==> src/design/mdet_pkg.sv <==
// ============================================================================
// mdet_pkg - shared types and constants for the 4x4 determinant block
// Lane pairing tables for the Laplace expansion and lane control type.
// ============================================================================
package mdet_pkg;

    localparam int DET_WIDTH = 58;
    localparam int NUM_COLS  = 4;
    localparam int NUM_LANES = 6;

    // Column pair of each lane for the rows 0-1 minor, the complementary pair
    // for the rows 2-3 minor, and whether the lane's term is subtracted.
    localparam logic [1:0] AB_I [NUM_LANES] = '{2'd0, 2'd0, 2'd0, 2'd1, 2'd1, 2'd2};
    localparam logic [1:0] AB_J [NUM_LANES] = '{2'd1, 2'd2, 2'd3, 2'd2, 2'd3, 2'd3};
    localparam logic [1:0] CD_I [NUM_LANES] = '{2'd2, 2'd1, 2'd1, 2'd0, 2'd0, 2'd0};
    localparam logic [1:0] CD_J [NUM_LANES] = '{2'd3, 2'd3, 2'd2, 2'd3, 2'd2, 2'd1};
    localparam logic       NEG  [NUM_LANES] = '{1'b0, 1'b1, 1'b0, 1'b0, 1'b1, 1'b0};

    // Row indexes within one matrix
    localparam logic [1:0] ROW_FIRST  = 2'd0;
    localparam logic [1:0] ROW_SECOND = 2'd1;
    localparam logic [1:0] ROW_THIRD  = 2'd2;
    localparam logic [1:0] ROW_LAST   = 2'd3;

    typedef struct packed {
        logic load_ab;   // capture rows 0-1 minor
        logic load_cd;   // capture rows 2-3 minor
        logic mult_en;   // form the signed product
    } lane_ctrl_t;

endpackage

==> src/design/mdet_lane.sv <==
// ============================================================================
// mdet_lane - one Laplace term
// Shared 2x2 minor unit, minor registers and the signed minor product.
// ============================================================================
module mdet_lane
    import mdet_pkg::*;
#(
    parameter int  ENTRY_WIDTH = 14,
    parameter int  SUM_W       = 4 * ENTRY_WIDTH + 6,
    parameter logic NEGATE     = 1'b0
) (
    input  logic                          aclk,
    input  lane_ctrl_t                    ctrl,
    input  logic signed [ENTRY_WIDTH-1:0] p_i,
    input  logic signed [ENTRY_WIDTH-1:0] p_j,
    input  logic signed [ENTRY_WIDTH-1:0] q_i,
    input  logic signed [ENTRY_WIDTH-1:0] q_j,
    output logic signed [SUM_W-1:0]       product
);

    localparam int CROSS_W = 2 * ENTRY_WIDTH;
    localparam int MINOR_W = 2 * ENTRY_WIDTH + 1;
    localparam int PROD_W  = 2 * MINOR_W;

    logic signed [CROSS_W-1:0]       cross_a;
    logic signed [CROSS_W-1:0]       cross_b;
    logic signed [MINOR_W-1:0]       minor;
    logic signed [MINOR_W-1:0]       minor_ab_reg;
    logic signed [MINOR_W-1:0]       minor_cd_reg;
    logic signed [PROD_W-1:0]        prod_raw;
    logic signed [SUM_W-1:0]         prod_ext;
    logic signed [SUM_W-1:0]         product_reg;

    assign cross_a = CROSS_W'(p_i) * CROSS_W'(q_j);
    assign cross_b = CROSS_W'(p_j) * CROSS_W'(q_i);
    assign minor   = MINOR_W'(cross_a) - MINOR_W'(cross_b);

    assign prod_raw = PROD_W'(minor_ab_reg) * PROD_W'(minor_cd_reg);
    assign prod_ext = SUM_W'(prod_raw);

    always_ff @(posedge aclk) begin
        if (ctrl.load_ab) begin
            minor_ab_reg <= minor;
        end
        if (ctrl.load_cd) begin
            minor_cd_reg <= minor;
        end
        if (ctrl.mult_en) begin
            product_reg <= NEGATE ? -prod_ext : prod_ext;
        end
    end

    assign product = product_reg;

endmodule

==> config.mk <==
export PLATFORM = sky130hd
export DESIGN_NAME = mdet_lane
export DESIGN_NICKNAME = d
export VERILOG_FILES = /design/src/design/mdet_pkg.sv /design/src/design/mdet_lane.sv
export SDC_FILE = /design/constraint.sdc
export NUM_CORES = 2
export LEC_CHECK = 0
export BUFFER_PORTS_ARGS = -buffer_cell sky130_fd_sc_hd__buf_2
export CORE_UTILIZATION = 67
export CTS_BUF_LIST = sky130_fd_sc_hd__clkbuf_2 sky130_fd_sc_hd__clkbuf_4 sky130_fd_sc_hd__clkbuf_8
export DETAILED_ROUTE_END_ITERATION = 16
export MAX_ROUTING_LAYER = met4
export PLACE_DENSITY_LB_ADDON = 0.2
export REMOVE_ABC_BUFFERS = 1
export SYNTH_ARGS = -nofsm -noshare
export SYNTH_HDL_FRONTEND = slang
export SYNTH_SLANG_ARGS = --single-unit
export TNS_END_PERCENT = 5
==> constraint.sdc <==
create_clock -name aclk -period 8.7 [get_ports aclk]
set_input_delay 0.435 -clock aclk [delete_from_list [all_inputs] [get_ports aclk]]
set_output_delay 0.435 -clock aclk [all_outputs]
set_load 0.02 [all_outputs]
==> flow_summary.yaml <==
run_status:
  status: "finished, violations left"
  failing_checks: "design-rule violations"
final_layout:
  largest_register_ff_count: 58
  final_nets: 6862
  layout.core_utilization_pct: 71.60
  area_growth_syn_to_layout_pct: 5.223
  layout-drive-gt1-share_pct: 6.237
drt:
  wl_mm: 120.7
  drt_pre_antenna_iters: 12
  met2_wirelength_mm: 57.84
  drt.antenna.violating_nets: 0
  top_signal_layer_used: "met4"
  route.layer.met1.wl_mm: 47.76
  detailedRoute.firstIterationViolations: 2780
  routed_via_density: 5.524
  routed-wl-met3_mm: 11.71
  routed-via-count: 33970
  post-route-drc-count: 12
  avgRoutedWirePerCell_um: 19.62
clock_tree:
  clkLatencyLatePin_ps: 550
  clk_transition_reported_paths_ps: 100
  clock_tree_from_tritoncts: "built"
  clock_sink_count: 116
  cts_max_level: 4
  cts.root.buffer_cell: "clkbuf_8"
  numCtsBuffers: 17
  cts_hold_repair.buffers: 0
  cts_buffer_depth: 2
sta:
  slew_headroom_pct: 32.04
  finalCriticalPeriod_ps: 8314
  period_share_pct: 95.57
  max_clock_freq_mhz: 120.3
  worst_clock_skew_ps: 30.48
  tightest_slew_ps: 1019
  timing.final.hold_violations: 0
  finalSetupViolCount: 0
  rsz0062_at_grt: "false"
  number_of_pins_with_negative_max_slew_slack_in_the_final_report: 0
yosys:
  post-synth-top-area-cell: "fa_1"
  synthMostInstantiatedCell: "inv_1"
  portion_of_the_post_synthesis_area_used_by_sequential_elements_pct: 6.981
  post_synth_edffs: 116
  synth_top_cell_area_share_pct: 54.16
  post_synth.cell_area_avg_um2: 9.745
  ys_warn_count: 0
  synthesis.instances: 5120
  ys_seq_elements: 116
  synth.area.top_cells: "fa_1 54%, inv_1 10%, and2_1 7.8%"
  ys_top_cells_by_count: "1353 x inv_1, 1350 x fa_1, 626 x and2_1, 592 x nand2_1, 285 x ha_1"
  post_synth_instance_area_mm2: 0.04990
  netlist-cell-type-count: 68
  ys.flop_type: "edfxtp_1"
  async_set_or_reset_register_ratio_after_synthesis_pct: 0
setup_path:
  critPathCaptureType: "flip-flop"
  criticalPathCategory: "flip-flop to flip-flop"
  critPathMaxFanout: 12
  worst-endpoint-required_ps: 8960
  critical_path_startpoint_category: "flip-flop"
  timing.critical_path.arrival_ps: 8580
die:
  full_die_area_mm2: 0.07557
  floorplan.initialDensity_pct: 68.04
  die-width_um: 274.9
  io_pins: 122
  die_h_um: 274.9
  core_area_mm2: 0.07333
  std_cell_rows: 99
global_route:
  grt_util_all_layers_pct: 35.30
  grt_pass1_vias: 37554
  antenna_found_initial: 11
  grt_max_degree: 59
  grt_remaining_overflow: 0
  grt_pass1_wl_mm: 197.2
min_path:
  min_path_type: "input port to flip-flop"
placed_design:
  finalWeightedCongestion: 0.9509
  count_of_input_and_output_buffers: 121
  dp_hpwl_mm: 101.7
flow_run:
  timing.max_cap.violations: 0
[worst max-delay path, stage by stage (launching register included)]
cell	delay, ps
edfxtp_1	690
buf_4	330
and2_1	190
fa_1	440
fa_1	550
inv_1	70
fa_1	480
fa_1	550
inv_1	50
fa_1	580
fa_1	450
fa_1	520
fa_1	450
ha_1	460
a21oi_1	130
a21oi_1	140
o21ai_0	160
buf_4	180
o21ai_1	420
buf_4	210
o21ai_2	80
o31ai_4	320
a31oi_2	210
a31oi_2	250
o211ai_1	130
[cell families after synthesis]
kind of cell    Yosys count  synth area share (%)
fa+ha+maj              1635                 61.31
buf+inv                1600                 12.08
compound gates          234                 3.197
simple gates           1434                 14.65
flops                   116                 6.981
mux                       2               0.04263
xor+xnor                 99                 1.738
[routing by layer]
metal	global-route usage (%)	vias to the layer above
met5	-	-
met2	56.37	1539
met1	46.47	17403
li1	-	14767
met3	7.140	261
met4	9.479	0
[final cells by class]
type                       instances  area [um2]
multi-input combinational       3404       40400
fill                            5441       20830
inverter                        1354        5082
sequential                       116        3483
timing repair buffer             274        1891
tap                              959        1200
clock buffer                      17       234.0
clock inverter                    14       183.9
antenna                           12       30.03
[per-stage QoR]
stage	std cells	hold WS [ps]	worst slack, ps	TNS [ps]	instance area, um2
2_1_floorplan	4874	547.5	781.5	0	48950
3_3_place_gp	6069	877.4	-272.5	-868.2	51720
3_5_place_dp	6069	875.8	-395.6	-1666	51720
4_1_cts	6118	461.1	74.07	0	52290
5_1_grt	6149	476.3	88.54	0	52500
6_report	6150	473.9	385.7	0	52500
[cells in the final DEF (no fill, tap or decap), drive strengths merged, types with 9 or more instances in the layout]
cell and n:
nor2 70, o31ai 9, fa 1350, nand2 592
diode 12, edfxtp 116, o21ai 39, and3 9
and2 626, nor3 16, or3 9, inv 1356
o21a 9, a31oi 11, nand2b 35, o211ai 10
clkbuf 17, xor2 18, a21oi 71, buf 274
nor2b 25, a211oi 11, o21bai 11, ha 285
xnor2 81, a21o 36, nand4 9, nand3 25
[timing repair]
action                     4_1_cts  5_1_grt
pin swaps                        0        0
gates resized for setup          1        2
setup endpoints to repair        6        5
buffers inserted                18       20
[worst paths after layout]
path	start	slack [ps]	depth (start not counted)	endpoint
max	minor_cd_reg[7]	390	24	product[56]
min	ctrl[2]	470	1	minor_ab_reg[22]
max reg2reg	minor_cd_reg[7]	390	24	product[56]
min reg2reg	minor_cd_reg[0]	1110	2	product[0]
Power is left out: the tool's default activity adds up to more than one toggle a clock period on the data nets, which glitch-free logic cannot reach.
