--- src/design/mdet_pkg.sv ---
// ============================================================================
// mdet_pkg - shared types and constants for the 4x4 determinant block
// Lane pairing tables for the Laplace expansion and lane control type.
// ============================================================================
package mdet_pkg;

    localparam int DET_WIDTH = 58;
    localparam int NUM_COLS  = 4;
    localparam int NUM_LANES = 6;

    // Column pair of each lane for the rows 0-1 minor, the complementary pair
    // for the rows 2-3 minor, and whether the lane's term is subtracted.
    localparam logic [1:0] AB_I [NUM_LANES] = '{2'd0, 2'd0, 2'd0, 2'd1, 2'd1, 2'd2};
    localparam logic [1:0] AB_J [NUM_LANES] = '{2'd1, 2'd2, 2'd3, 2'd2, 2'd3, 2'd3};
    localparam logic [1:0] CD_I [NUM_LANES] = '{2'd2, 2'd1, 2'd1, 2'd0, 2'd0, 2'd0};
    localparam logic [1:0] CD_J [NUM_LANES] = '{2'd3, 2'd3, 2'd2, 2'd3, 2'd2, 2'd1};
    localparam logic       NEG  [NUM_LANES] = '{1'b0, 1'b1, 1'b0, 1'b0, 1'b1, 1'b0};

    // Row indexes within one matrix
    localparam logic [1:0] ROW_FIRST  = 2'd0;
    localparam logic [1:0] ROW_SECOND = 2'd1;
    localparam logic [1:0] ROW_THIRD  = 2'd2;
    localparam logic [1:0] ROW_LAST   = 2'd3;

    typedef struct packed {
        logic load_ab;   // capture rows 0-1 minor
        logic load_cd;   // capture rows 2-3 minor
        logic mult_en;   // form the signed product
    } lane_ctrl_t;

endpackage

--- src/design/mdet_merge.sv ---
// ============================================================================
// mdet_merge - lane merge
// Two-level registered adder tree over the six lane products.
// ============================================================================
module mdet_merge
    import mdet_pkg::*;
#(
    parameter int SUM_W = 62
) (
    input  logic                    aclk,
    input  logic                    aresetn,
    input  logic                    in_valid,
    input  logic signed [SUM_W-1:0] products [NUM_LANES],
    output logic                    out_valid,
    output logic signed [SUM_W-1:0] total,
    output logic                    busy
);

    logic signed [SUM_W-1:0] pair_reg [3];
    logic signed [SUM_W-1:0] total_reg;
    logic                    pair_valid_reg;
    logic                    total_valid_reg;

    always_ff @(posedge aclk) begin
        if (!aresetn) begin
            pair_valid_reg  <= 1'b0;
            total_valid_reg <= 1'b0;
        end else begin
            pair_valid_reg  <= in_valid;
            total_valid_reg <= pair_valid_reg;
        end
    end

    always_ff @(posedge aclk) begin
        if (in_valid) begin
            for (int k = 0; k < 3; k++) begin
                pair_reg[k] <= products[2*k] + products[2*k+1];
            end
        end
        if (pair_valid_reg) begin
            total_reg <= pair_reg[0] + pair_reg[1] + pair_reg[2];
        end
    end

    assign out_valid = total_valid_reg;
    assign total     = total_reg;
    assign busy      = pair_valid_reg | total_valid_reg;

endmodule

--- config.mk ---
export PLATFORM = sky130hd
export DESIGN_NAME = mdet_merge
export DESIGN_NICKNAME = d
export VERILOG_FILES = /design/src/design/mdet_pkg.sv /design/src/design/mdet_merge.sv
export SDC_FILE = /design/constraint.sdc
export NUM_CORES = 1
export LEC_CHECK = 0
export BUFFER_PORTS_ARGS = -buffer_cell sky130_fd_sc_hd__buf_4
export CAP_MARGIN = 20
export CORE_UTILIZATION = 35
export DETAILED_ROUTE_END_ITERATION = 10
export PLACE_DENSITY = 0.55
export SYNTH_ARGS = -nofsm -noshare
export SYNTH_HDL_FRONTEND = slang
export SYNTH_SLANG_ARGS = --single-unit
--- constraint.sdc ---
create_clock -name aclk -period 3.95 [get_ports aclk]
set_input_delay 0.79 -clock aclk [delete_from_list [all_inputs] [get_ports aclk]]
set_output_delay 0.79 -clock aclk [all_outputs]
set_load 0.01 [all_outputs]
==> qor.json <==
{
  "worstSetupPathType": "reg2reg",
  "io_buffers": 438,
  "final_nets": 3673,
  "grt_use_total_pct": 25.8,
  "synth.top_cell.area_share_pct": 32.8,
  "place_worst_setup_slack_ns": -0.141,
  "cellPowerDensity_nw_per_um2": 553,
  "rows": 92,
  "timing.critical_path.from_type": "flop",
  "crit_path_end_kind": "flop",
  "layout.core_utilization_pct": 46.3,
  "route.detailed.vias_per_inst": 5.51,
  "cts-buffers-inserted": 29,
  "first_global_vias": 20900,
  "cts.path.max_buffers": 3,
  "cts.clk_slew.worst_paths_ns": 0.06,
  "asyncSetResetFlopFracSynth_pct": 0,
  "detail_route.iter0.violations": 1903,
  "numClockSinks": 250,
  "worst_hold_path.num_cells": 2,
  "rsz0062_at_grt": "true",
  "run_status": "completed",
  "chipWidth_um": 257,
  "critPathMaxFanout": 3,
  "syn-instance-count": 2386,
  "cts_root_buffer": "clkbuf_16",
  "place_hpwl_um": 74900,
  "achievable_frequency_mhz": 262,
  "end_of_the_worst_hold_path": "pair_valid_reg",
  "grt_remaining_overflow": 0,
  "grt_first_pass_wirelength_um": 130000,
  "finalClockSkew_ns": 0.0198,
  "detail_route.drc_violations": 0,
  "critical_path.slowest_cell": "fa_1",
  "hold_class": "in2reg",
  "postRouteAntennaNets": 0,
  "synthesis.area_per_instance_um2": 9.50,
  "routed_wire_length_per_instance_um": 22.7,
  "layout_common_cells": "buf_4, a21oi_1, edfxtp_1",
  "post_synthesis_compound_gate_area_fraction_pct": 23.6,
  "synth_top_family_by_area": "compound AO/OA/AOI/OAI gates",
  "num_vias": 21300,
  "cell_type_with_the_largest_total_area_after_synthesis": "edfxtp_1",
  "timing_max_transition_violations_final": 0,
  "largest_register_ff_count": 186,
  "synth-seq-cells": 250,
  "antenna_found_initial": 2,
  "synth_nets": 3069,
  "worst_rel_slew_slack_pct": 46.6,
  "timing.critical_path.max_delay_family": "compound AO/OA/AOI/OAI gates",
  "areaGrowthSynthToFinish_pct": 29.7,
  "grt_start_max_net_pins": 70,
  "yosys.area_share.adder_pct": 19.1,
  "ff2ff_path_depth": 13,
  "layout-drive-gt1-share_pct": 25.0,
  "h-tree-depth": 1,
  "path_cells": "fa_1, ha_1, a21o_1, o21bai_1, a221oi_1, a21bo_2, o21a_1, o21ai_1, buf_4, o31ai_1, a221o_1, a21oi_1, xnor2_1",
  "final_design_area_no_fill_um2": 29400,
  "worst_hold_startpoint": "aresetn",
  "maximum_vdd_ir_drop_uv": 339,
  "postRouteWirelength_um": 87600,
  "final_hold_viol_count": 0,
  "r2r_end": "total[61]",
  "synth_xor_area_share_pct": 9.27,
  "seq_area_frac_synth_pct": 33.0,
  "gp_routability_congestion": 1.01,
  "holdBufCountCts": 0,
  "yosys_warnings": 0,
  "required_ns": 4.28,
  "cp_data_arrival_time_ns": 4.14,
  "worstPathBufferInverterCount": 1,
  "postLayoutSetupSlackWorst_ns": 0.133,
  "fin_setup_tns_ns": 0,
  "slowest_delay_ns": 0.51,
  "fp.dieArea_um2": 65800,
  "synth.area.top_cells": "edfxtp_1, ha_1, a21oi_1",
  "number_of_enable_type_register_cells_in_the_synthesized_netlist": 248,
  "core_area_um2": 63500,
  "mappedNetlistArea_um2": 22700,
  "postCtsSetupBuffers": 0,
  "synthMuxAreaShare_pct": 0,
  "placedInstanceArea_um2": 28400,
  "mostFrequentLayoutCell": "buf_4",
  "worst-slew-pin-transition_ns": 0.801,
  "regToRegSetupSlack_ns": 0.13,
  "ys.flop_type": "edfxtp_1",
  "drv_cap": 0,
  "drt-pass1-iter-count": 5,
  "finalSetupViolCount": 0,
  "dieHeight_um": 257,
  "finalWorstPathRequiredPeriod_ns": 3.82,
  "io_pins": 439,
  "tritoncts": "yes",
  "period_share_pct": 96.6,
  "rr_startpoint": "pair_reg[0][28]",
  "clk_latency_ns": 0.59,
  "power.leakage_nw": 12.9,
  "effective_utilization_at_floorplan_pct": 35.7,
  "ys_types": 68,
  "synthesized_area_fraction_occupied_by_and_or_nand_nor_cells_pct": 12.4
}
repair_timing:
action,CTS,global route
gates resized for setup,4,16
pin swaps,0,5
endpoints found under the hold margin,0,0
setup endpoints to repair,6,11
Yosys cell counts, types with 4 or more instances:
cell      instances
a31oi_1          27
nor2_1          132
o41ai_1           5
o221ai_1          4
ha_1            243
clkbuf_1         90
a22oi_1           4
a21oi_2           5
o21ai_1          10
o211ai_1         15
o21ai_0         150
a211o_1           4
nand3_1          49
nand2_1         179
a31o_2            6
fa_1             65
a221o_1           5
nand4_1          79
o211a_1           4
nor4_1           10
o31ai_1          10
nand2b_1         23
a221oi_1          6
and3_1           27
xnor2_1         143
a41oi_1           5
a21o_1          148
o21bai_1         54
nor2b_1          22
or2_2             4
and2_1           10
buf_2             5
a211oi_1         29
or3_1             8
xor2_1           97
a21oi_1         288
o21a_1           25
nor3_1           41
inv_1            54
a21boi_0          4
edfxtp_1        248
worst register-to-register path: stages (launching register included):
cell and delay (ns):
edfxtp_1 0.45, fa_1 0.51, ha_1 0.31, a21o_1 0.20, o21bai_1 0.16, a221oi_1 0.49, a21bo_2 0.29, o21a_1 0.20
o21ai_1 0.13, buf_4 0.14, o31ai_1 0.09, a221o_1 0.34, a21oi_1 0.17, xnor2_1 0.07
area by class of cell:
type / instances / area, µm²
timing repair buffer: 669 / 5050
multi-input combinational: 1986 / 14700
tap: 846 / 1060
fill: 6170 / 34100
clock inverter: 20 / 166
inverter: 54 / 203
antenna: 1 / 2.50
sequential: 250 / 7490
clock buffer: 32 / 737
kinds of logic (layout without fill, tap and decap cells):
| logic type | Yosys count | after routing |
|---|---|---|
| AOI/OAI and AO/OA | 846 | 846 |
| DFF | 250 | 250 |
| buffers and inverters | 150 | 775 |
| other | 0 | 1 |
| adders and majority gates | 308 | 308 |
| and+or+nand+nor | 592 | 592 |
| xor gates and xnor gates | 240 | 240 |
power breakdown:
| group | total, W | switching [W] | internal (W) |
|---|---|---|---|
| logic | 0.00925 | 0.00516 | 0.00408 |
| clock network | 0.00264 | 0.00117 | 0.00147 |
| registers | 0.00439 | 0.000380 | 0.00401 |
routing by layer:
layer  vias up  part of all wire [%]  GRT usage, %  wire [µm]
li1      10200                     -             -          -
met1     10200                    50          40.3      43900
met2       831                    42          37.9      36600
met3        88                   6.2          2.62       5470
met4         0                   1.9          5.26       1660
met5         -                     0             0          0
worst max path at each step:
| stage | slack, ns | depth (start not counted) | startpoint | end |
|---|---|---|---|---|
| floorplan | 0.21 | 13 | pair_reg[0][1] | total[55] |
| global placement | -0.09 | 14 | products[248] | pair_reg[0][54] |
| detailed placement | -0.14 | 12 | products[258] | pair_reg[0][54] |
| CTS | 0.02 | 14 | pair_reg[0][1] | total[61] |
| global route | -0.02 | 16 | pair_reg[0][7] | total[56] |
| finish | 0.13 | 13 | pair_reg[0][28] | total[61] |
stage by stage:
| stage | hold slack (ns) | power [W] | instances |
|---|---|---|---|
| after global placement | 0.712 | 0.0134 | 3805 |
| final | 0.415 | 0.0163 | 3858 |
| after global routing | 0.402 | 0.0173 | 3858 |
| after floorplan | 0.680 | 0.00965 | 2386 |
| after CTS | 0.384 | 0.0162 | 3857 |
| after detailed placement | 0.719 | 0.0134 | 3805 |
Note: power is estimated with default switching activity, not from simulation.
